$ cat src/design/plk_pkg.sv
// Shared operation codes, status codes and field widths of the positional list engine.
package plk_pkg;

    localparam int OP_W    = 2;
    localparam int VAL_W   = 32;
    localparam int POS_W   = 5;
    localparam int LEN_W   = 5;
    localparam int STAT_W  = 2;

    typedef logic [OP_W-1:0]   t_op;
    typedef logic [STAT_W-1:0] t_status;

    localparam t_op OP_INSERT  = 2'd0;
    localparam t_op OP_REMOVE  = 2'd1;
    localparam t_op OP_REVERSE = 2'd2;
    localparam t_op OP_DUMP    = 2'd3;

    localparam t_status ST_OK     = 2'd0;
    localparam t_status ST_BADPOS = 2'd1;
    localparam t_status ST_FULL   = 2'd2;
    localparam t_status ST_EMPTY  = 2'd3;

endpackage

$ cat src/design/positional_list_engine_top.sv
// Positional list engine: ordered list of signed values held in one synchronous memory.
//
// A request is taken at a rising edge where start is high and busy is low. It
// carries an operation (insert, remove, reverse, dump), a value and a 1-based
// position. Every request answers with one result, except a dump of a
// non-empty list, which answers with one result per entry in list order. Each
// result is shown for exactly one cycle with o_result_valid high, and
// o_last_result marks the final result of a request. The receiver cannot
// stall the block, so results are never held back.
// Work is paced by the one-read one-write memory, whose read data is registered:
// insert moves entries back one at a time, remove moves them forward, reverse
// swaps pairs from the outside in, and dump reads and sends each entry in turn.
// Busy is low by the time the final result of a request is shown.
// Reset clears the entry count, the sequencer state and the result valid flag; the memory
// contents are not cleared, since only entries below the count are ever read.
module positional_list_engine_top
    import plk_pkg::*;
#(
    parameter int CAPACITY = 16
) (
    input  logic                    i_clk,
    input  logic                    i_rst_n,
    input  logic                    start,
    output logic                    busy,
    input  logic [OP_W-1:0]         i_operation,
    input  logic signed [VAL_W-1:0] i_item_value,
    input  logic [POS_W-1:0]        i_position,
    output logic                    o_result_valid,
    output logic signed [VAL_W-1:0] o_entry_value,
    output logic [STAT_W-1:0]       o_status,
    output logic [LEN_W-1:0]        o_list_length,
    output logic                    o_last_result
);

    localparam int AW   = (CAPACITY > 1) ? $clog2(CAPACITY) : 1;
    localparam int CW   = $clog2(CAPACITY + 1);
    localparam int CMPW = ((CW > POS_W) ? CW : POS_W) + 1;

    localparam logic [3:0] S_IDLE    = 4'd0;
    localparam logic [3:0] S_INS_RD  = 4'd1;
    localparam logic [3:0] S_INS_WR  = 4'd2;
    localparam logic [3:0] S_DEL_RD  = 4'd3;
    localparam logic [3:0] S_DEL_WR  = 4'd4;
    localparam logic [3:0] S_REV_RDL = 4'd5;
    localparam logic [3:0] S_REV_RDH = 4'd6;
    localparam logic [3:0] S_REV_WRL = 4'd7;
    localparam logic [3:0] S_REV_WRH = 4'd8;
    localparam logic [3:0] S_DMP_RD  = 4'd9;
    localparam logic [3:0] S_DMP_OUT = 4'd10;

    // Control state
    logic [3:0]       r_state, n_state;
    logic [CW-1:0]    r_count, n_count;
    logic [CW-1:0]    r_idx, n_idx;
    logic [CW-1:0]    r_tgt, n_tgt;
    logic [AW-1:0]    r_lo, n_lo;
    logic [AW-1:0]    r_hi, n_hi;
    logic [VAL_W-1:0] r_val, n_val;
    logic [VAL_W-1:0] r_tmp, n_tmp;

    // Result register
    logic              r_res_valid, n_res_valid;
    logic [VAL_W-1:0]  r_res_entry, n_res_entry;
    t_status           r_res_status, n_res_status;
    logic [LEN_W-1:0]  r_res_len, n_res_len;
    logic              r_res_last, n_res_last;

    // Memory ports
    logic [VAL_W-1:0] r_mem [CAPACITY];
    logic [VAL_W-1:0] r_rd_data;
    logic             mem_re, mem_we;
    logic [AW-1:0]    rd_addr, wr_addr;
    logic [VAL_W-1:0] wr_data;

    logic             accept;
    logic [CMPW-1:0]  pos_ext, cnt_ext;
    logic [CW:0]      idx_inc;
    logic [POS_W-1:0] pos_m1;

    assign accept  = start && (r_state == S_IDLE);
    assign busy    = (r_state != S_IDLE);
    assign pos_ext = CMPW'(i_position);
    assign cnt_ext = CMPW'(r_count);
    assign idx_inc = {1'b0, r_idx} + 1'b1;
    assign pos_m1  = i_position - 1'b1;

    // Sequencer: decodes requests and walks the memory one entry at a time.
    always_comb begin
        n_state      = r_state;
        n_count      = r_count;
        n_idx        = r_idx;
        n_tgt        = r_tgt;
        n_lo         = r_lo;
        n_hi         = r_hi;
        n_val        = r_val;
        n_tmp        = r_tmp;
        n_res_valid  = 1'b0;
        n_res_entry  = '0;
        n_res_status = ST_OK;
        n_res_last   = 1'b1;
        mem_re       = 1'b0;
        mem_we       = 1'b0;
        rd_addr      = r_idx[AW-1:0];
        wr_addr      = r_idx[AW-1:0];
        wr_data      = r_rd_data;

        case (r_state)
            S_IDLE: begin
                if (accept) begin
                    n_val = i_item_value;
                    n_tgt = CW'(pos_m1);
                    case (i_operation)
                        OP_INSERT: begin
                            if (pos_ext == '0 || pos_ext > cnt_ext + 1'b1) begin
                                n_res_valid  = 1'b1;
                                n_res_status = ST_BADPOS;
                            end else if (cnt_ext >= CMPW'(CAPACITY)) begin
                                n_res_valid  = 1'b1;
                                n_res_status = ST_FULL;
                            end else begin
                                n_idx   = r_count;
                                n_state = S_INS_RD;
                            end
                        end
                        OP_REMOVE: begin
                            if (pos_ext == '0 || pos_ext > cnt_ext) begin
                                n_res_valid  = 1'b1;
                                n_res_status = ST_BADPOS;
                            end else begin
                                n_idx   = CW'(pos_m1);
                                n_state = S_DEL_RD;
                            end
                        end
                        OP_REVERSE: begin
                            if (r_count > CW'(1)) begin
                                n_lo    = '0;
                                n_hi    = AW'(r_count - 1'b1);
                                n_state = S_REV_RDL;
                            end else begin
                                n_res_valid = 1'b1;
                            end
                        end
                        OP_DUMP: begin
                            if (r_count == '0) begin
                                n_res_valid  = 1'b1;
                                n_res_status = ST_EMPTY;
                            end else begin
                                n_idx   = '0;
                                n_state = S_DMP_RD;
                            end
                        end
                        default: begin
                            n_state = S_IDLE;
                        end
                    endcase
                end
            end
            // Insert: move entries back from the tail, then place the value.
            S_INS_RD: begin
                if (r_idx > r_tgt) begin
                    mem_re  = 1'b1;
                    rd_addr = AW'(r_idx - 1'b1);
                    n_state = S_INS_WR;
                end else begin
                    mem_we      = 1'b1;
                    wr_addr     = r_tgt[AW-1:0];
                    wr_data     = r_val;
                    n_count     = r_count + 1'b1;
                    n_res_valid = 1'b1;
                    n_state     = S_IDLE;
                end
            end
            S_INS_WR: begin
                mem_we  = 1'b1;
                n_idx   = r_idx - 1'b1;
                n_state = S_INS_RD;
            end
            // Remove: move later entries forward, then shorten the list.
            S_DEL_RD: begin
                if (idx_inc < {1'b0, r_count}) begin
                    mem_re  = 1'b1;
                    rd_addr = AW'(idx_inc);
                    n_state = S_DEL_WR;
                end else begin
                    n_count     = r_count - 1'b1;
                    n_res_valid = 1'b1;
                    n_state     = S_IDLE;
                end
            end
            S_DEL_WR: begin
                mem_we  = 1'b1;
                n_idx   = CW'(idx_inc);
                n_state = S_DEL_RD;
            end
            // Reverse: swap the outer pair and step inward.
            S_REV_RDL: begin
                if (r_lo < r_hi) begin
                    mem_re  = 1'b1;
                    rd_addr = r_lo;
                    n_state = S_REV_RDH;
                end else begin
                    n_res_valid = 1'b1;
                    n_state     = S_IDLE;
                end
            end
            S_REV_RDH: begin
                mem_re  = 1'b1;
                rd_addr = r_hi;
                n_tmp   = r_rd_data;
                n_state = S_REV_WRL;
            end
            S_REV_WRL: begin
                mem_we  = 1'b1;
                wr_addr = r_lo;
                n_state = S_REV_WRH;
            end
            S_REV_WRH: begin
                mem_we  = 1'b1;
                wr_addr = r_hi;
                wr_data = r_tmp;
                n_lo    = r_lo + 1'b1;
                n_hi    = r_hi - 1'b1;
                n_state = S_REV_RDL;
            end
            // Dump: read each entry and send it on the cycle after.
            S_DMP_RD: begin
                mem_re  = 1'b1;
                n_state = S_DMP_OUT;
            end
            S_DMP_OUT: begin
                n_res_valid = 1'b1;
                n_res_entry = r_rd_data;
                n_res_last  = (idx_inc == {1'b0, r_count});
                n_idx       = CW'(idx_inc);
                n_state     = n_res_last ? S_IDLE : S_DMP_RD;
            end
            default: begin
                n_state = S_IDLE;
            end
        endcase

        n_res_len = LEN_W'(n_count);
    end

    // Control registers
    always_ff @(posedge i_clk) begin
        if (!i_rst_n) begin
            r_state     <= S_IDLE;
            r_count     <= '0;
            r_res_valid <= 1'b0;
        end else begin
            r_state     <= n_state;
            r_count     <= n_count;
            r_res_valid <= n_res_valid;
        end
    end

    // Working and result payload registers
    always_ff @(posedge i_clk) begin
        r_idx        <= n_idx;
        r_tgt        <= n_tgt;
        r_lo         <= n_lo;
        r_hi         <= n_hi;
        r_val        <= n_val;
        r_tmp        <= n_tmp;
        r_res_entry  <= n_res_entry;
        r_res_status <= n_res_status;
        r_res_len    <= n_res_len;
        r_res_last   <= n_res_last;
    end

    // Entry memory with registered read data
    always_ff @(posedge i_clk) begin
        if (mem_we) begin
            r_mem[wr_addr] <= wr_data;
        end
        if (mem_re) begin
            r_rd_data <= r_mem[rd_addr];
        end
    end

    assign o_result_valid = r_res_valid;
    assign o_entry_value  = r_res_entry;
    assign o_status       = r_res_status;
    assign o_list_length  = r_res_len;
    assign o_last_result  = r_res_last;

`ifndef ASSERT_OFF
    a_count_bound: assert property (@(posedge i_clk) disable iff (!i_rst_n)
        {1'b0, r_count} <= (CW+1)'(CAPACITY))
        else $error("entry count above capacity");

    a_accept_answers: assert property (@(posedge i_clk) disable iff (!i_rst_n)
        (start && !busy) |=> (busy || o_result_valid))
        else $error("accepted request neither started nor answered");

    a_mid_dump_busy: assert property (@(posedge i_clk) disable iff (!i_rst_n)
        (o_result_valid && !o_last_result) |-> busy)
        else $error("non-final result while engine idle");

    a_no_idle_write: assert property (@(posedge i_clk) disable iff (!i_rst_n)
        mem_we |-> (r_state != S_IDLE))
        else $error("memory written while idle");

    a_count_step: assert property (@(posedge i_clk) disable iff (!i_rst_n)
        !$stable(r_count) |-> (r_count == $past(r_count) + 1'b1 ||
                               r_count == $past(r_count) - 1'b1))
        else $error("entry count changed by more than one");
`endif

endmodule

$ cat config.mk
export PLATFORM = sky130hd
export DESIGN_NAME = positional_list_engine_top
export DESIGN_NICKNAME = d
export VERILOG_FILES = /design/src/design/plk_pkg.sv /design/src/design/positional_list_engine_top.sv
export SDC_FILE = /design/constraint.sdc
export NUM_CORES = 1
export LEC_CHECK = 0
export BUFFER_PORTS_ARGS = -buffer_cell sky130_fd_sc_hd__buf_2
export CAP_MARGIN = 20
export CELL_PAD_IN_SITES_DETAIL_PLACEMENT = 0
export CELL_PAD_IN_SITES_GLOBAL_PLACEMENT = 2
export CORE_MARGIN = 1
export CORE_UTILIZATION = 25
export CTS_CLUSTER_SIZE = 25
export DETAILED_ROUTE_END_ITERATION = 12
export GPL_TIMING_DRIVEN = 0
export PLACE_DENSITY_LB_ADDON = 0.1
export SLEW_MARGIN = 20
export SYNTH_ARGS = -nofsm -noshare
export SYNTH_HDL_FRONTEND = slang
export SYNTH_SLANG_ARGS = --single-unit
$ cat constraint.sdc
create_clock -name i_clk -period 4.83 [get_ports i_clk]
set_clock_uncertainty 0.2 [all_clocks]
set_input_delay 0.7245 -clock i_clk [delete_from_list [all_inputs] [get_ports i_clk]]
set_output_delay 0.7245 -clock i_clk [all_outputs]
set_load 0.01 [all_outputs]
==> run_results.csv <==
group,metric,value,unit
routing,final_antenna_net_count,0,
yosys,synth_enable_flop_cells,626,
flow_run,maxCapViolations,0,
worst_setup_path,worst-setup-path-type,"reg -> reg",
routing,dr.first_iter.drc_count,1119,
timing,timing.setup.tns,0,ps
pwr,power.leakage,0.0112,µW
timing,tightestPinTransition,989,ps
timing,max_freq,217,MHz
floorplan,die-area,108000,µm²
global_routing,grt_first_pass_wirelength,124000,µm
worst_setup_path,crit_chain,"inv_1, ha_1, ha_1, nor2b_1, o21ai_1, a31oi_4, a211oi_4, o211a_1, buf_4, buf_6, nor2_2, buf_6, a221oi_1, a22oi_1, o21ai_1",
routing,drt-pass1-iter-count,9,
pwr,power.density_cell_area,713,nW/µm²
timing,setup_viol_count_final,0,
placement,port_buffers,83,
global_routing,track_usage,16.6,%
global_routing,grt_antenna_before_repair,2,
yosys,syn-cell-area,26800,µm²
routing,via_per_inst,4.66,
floorplan,core_area,106000,µm²
yosys,synth.net_count,1579,
floorplan,ios,84,
clock_tree,cts_num_sinks,676,
worst_hold_path,worst_hold_path_type,"in -> reg",
floorplan,start_util,25.3,%
final_layout,drive_gt1_share,26.1,%
floorplan,dieWidth,329,µm
floorplan,die_height,329,µm
yosys,synth_ff_type,"sky130_fd_sc_hd__edfxtp_1",
pwr,clock_power_share,25.7,%
routing,vias,14800,
yosys,number_of_synthesized_register_bits,676,
clock_tree,clk_transition_reported_paths,60,ps
outcome,violated_checks,"DRC",
clock_tree,htree_num_levels,3,
pwr,internal-power,15100,µW
clock_tree,cts_hold_repair.buffers,0,
pwr,power.share.sequential,36.1,%
yosys,postSynthCellCount,1504,
worst_setup_path,cp.arrival,4840,ps
clock_tree,cts_max_path_buffers,3,
global_routing,grt_pass1_vias,15200,
worst_setup_path,cp_top_family,"compound AO/OA/AOI/OAI gates",
worst_setup_path,cp_data_required_time,5060,ps
yosys,async_set_reset_flop_share_out_of_synthesis,0,%
timing,max-slew-margin-rel,34.1,%
clock_tree,cts-root-buf,"sky130_fd_sc_hd__clkbuf_16",
placement,detailed_place_hpwl,58700,µm
timing,final_period_minus_worst_setup_slack,4610,ps
timing,report.final.hold_viol_count,0,
worst_setup_path,crit_end_element,"flop",
final_layout,n_fill_cell,10300,
placement,gp_congestion,0.716,
timing,rsz0062_at_grt,"no",
routing,drt-total-wl,89500,µm
pwr,combPwrFrac,38.1,%
clock_tree,tritoncts_clock_tree,"yes",
yosys,avg_inst_size_synth,17.8,µm²
routing,drcViolationCount,14,
pwr,totalPowerFinal,23600,µW
pwr,power_switching_share,36.2,%
final_layout,area.growth.synth_to_final,23.8,%
timing,timing_max_transition_violations_final,0,
worst_setup_path,critPathMaxStageDelay,490,ps
timing,period_utilisation_layout,95.4,%
worst_setup_path,worstPathMaxFanout,10,
global_routing,globalRoute.totalOverflow,0,
outcome,outcome,"finished with violations",
final_layout,layout.nets,1806,
yosys,synth.distinct_cells,66,
clock_tree,cts_made_buffers,80,
global_routing,largest_net_degree_at_the_start_of_global_routing,26,
routing,routedWlPerCell,28.1,µm
worst_setup_path,startpoint_type_of_the_worst_setup_path,"flop",
pwr,vdd.ir_drop.worst,0.336,mV
pwr,power.switching,8540,µW
clock_tree,worst_skew_pair.late_latency,640,ps
yosys,synth-seq-area-share,74.0,%
yosys,synthesis_warnings,0,
floorplan,site_row_count,119,
worst_setup_path,crit_buf_inv,4,
worst_setup_path,critPathSlowestCell,"sky130_fd_sc_hd__edfxtp_1",
## cells in the mapped netlist (all sizes together), types with 2 or more instances
master   instances  area [µm²]
a32oi            2        17.5
xor2             7        61.3
nor2            49         186
a31oi            5        31.3
o21a             8        60.1
edfxtp         626       18800
a221oi          32         280
or2              3        18.8
and2            44         275
and4             2        17.5
nor4b            2        32.5
nand4            3        18.8
o22ai            2        12.5
nand2b           8        50.1
o221ai           4        35.0
a211oi           9        77.6
o21ai           54         274
and4b            2        20.0
and3             6        42.5
buf             37         260
a2111oi          2        36.3
a21oi           54         270
o2111ai          3        26.3
a21o             4        30.0
inv             29         109
mux2i           66         661
ha              33         413
nor3b            2        15.0
nor3            10        50.1
a221o            4        40.0
a22o             2        17.5
xnor2           10        87.6
or3              4        25.0
clkbuf          36         136
a22oi           68         510
nor2b            4        25.0
a222oi           4        40.0
dfxtp           50        1000
nand2           92         345
mux4            96        2160
nand3           14        75.1
## cells by family after synthesis
logic type,after synthesis,synth area share [%]
DFF,676,74.0
and+or+nand+nor,249,4.62
buffers and inverters,102,1.89
muxes,163,10.6
adders and majority gates,33,1.54
xor gates and xnor gates,17,0.556
AOI/OAI and AO/OA,264,6.83
## worst paths after layout
path / from / to / slack (ps) / depth (start not counted)
hold reg to reg: r_rd_data[9]$_DFFE_PP_ / r_tmp[9]$_DFFE_PP_ / 270 / 0
hold / removal: i_item_value[18] / r_val[18]$_DFFE_PP_ / 60 / 1
setup / recovery: r_idx[0]$_DFFE_PP_ / r_rd_data[7]$_DFFE_PP_ / 220 / 15
setup reg to reg: r_idx[0]$_DFFE_PP_ / r_rd_data[7]$_DFFE_PP_ / 220 / 15
## state kept, by name, summed over array words and instances (netlist names), 5 cells and up
name and cells:
r_mem 512, r_count 5, r_tmp 32, o_entry_value 32
o_list_length 5, r_rd_data 32, r_tgt 5, r_idx 5
r_val 32
## power groups by stage
| stage | logic (µW) | registers, µW | clock network (µW) |
|---|---|---|---|
| 2_1_floorplan | 5070 | 8540 | 0 |
| 3_3_place_gp | 8450 | 8760 | 0 |
| 3_5_place_dp | 8990 | 8660 | 0 |
| 4_1_cts | 9140 | 8550 | 6250 |
| 5_1_grt | 9740 | 8600 | 6450 |
| 6_report | 9000 | 8530 | 6070 |
## layer usage
layer	up-vias	share of wire (%)	wire length, µm	GRT usage (%)
li1	6519	-	-	-
met2	313	50	44500	28.2
met4	0	1.6	1440	4.18
met3	90	3.7	3330	2.34
met5	-	0	0	0
met1	7926	45	40300	22.3
## final cells by class
| class | instances | area [µm²] | area share [%] |
|---|---|---|---|
| buffer | 72 | 483 | 1.46 |
| timing repair buffer | 146 | 1630 | 4.92 |
| tap | 1391 | 1740 | 5.25 |
| inverter | 29 | 111 | 0.336 |
| antenna | 2 | 5.00 | 0.0151 |
| clock buffer | 112 | 2320 | 7.00 |
| multi-input combinational | 726 | 6710 | 20.2 |
| sequential | 676 | 19800 | 59.8 |
| clock inverter | 33 | 328 | 0.990 |
## through the flow
| step | instance area [µm²] | cells | hold WS [ps] | setup WS (ps) | utilization [%] |
|---|---|---|---|---|---|
| after detailed placement | 30100 | 3020 | 258 | -910 | 28.4 |
| after global placement | 28900 | 2978 | 256 | -3090 | 27.4 |
| after CTS | 32800 | 3164 | 16.7 | -12.6 | 31.1 |
| after floorplan | 26800 | 1504 | 241 | 594 | - |
| final | 33100 | 3187 | 55.7 | 221 | 31.3 |
| after global routing | 33100 | 3185 | 28.8 | 19.3 | 31.3 |
## what timing repair did
action,CTS,global route
gates resized for setup,45,18
setup buffers,0,21
pin swaps,1,7
endpoints found under the setup margin,32,304
## placed cells by master (no fill, tap or decap), types with 12 or more instances in the layout
| master | instances |
|---|---|
| sky130_fd_sc_hd__buf_2 | 91 |
| sky130_fd_sc_hd__nand2_1 | 92 |
| sky130_fd_sc_hd__a21oi_1 | 54 |
| sky130_fd_sc_hd__a221oi_1 | 26 |
| sky130_fd_sc_hd__inv_1 | 28 |
| sky130_fd_sc_hd__ha_1 | 33 |
| sky130_fd_sc_hd__a22oi_1 | 68 |
| sky130_fd_sc_hd__buf_6 | 12 |
| sky130_fd_sc_hd__buf_12 | 24 |
| sky130_fd_sc_hd__clkinv_1 | 12 |
| sky130_fd_sc_hd__buf_4 | 33 |
| sky130_fd_sc_hd__edfxtp_1 | 626 |
| sky130_fd_sc_hd__nor2_1 | 30 |
| sky130_fd_sc_hd__o21ai_0 | 18 |
| sky130_fd_sc_hd__buf_16 | 22 |
| sky130_fd_sc_hd__clkbuf_2 | 20 |
| sky130_fd_sc_hd__dfxtp_1 | 50 |
| sky130_fd_sc_hd__nand3_1 | 12 |
| sky130_fd_sc_hd__clkbuf_16 | 85 |
| sky130_fd_sc_hd__nor2_4 | 17 |
| sky130_fd_sc_hd__o21ai_1 | 35 |
| sky130_fd_sc_hd__mux4_2 | 96 |
| sky130_fd_sc_hd__clkbuf_1 | 27 |
| sky130_fd_sc_hd__mux2i_1 | 66 |
| sky130_fd_sc_hd__and2_1 | 42 |
No activity file was read; power rests on OpenSTA's default activity.
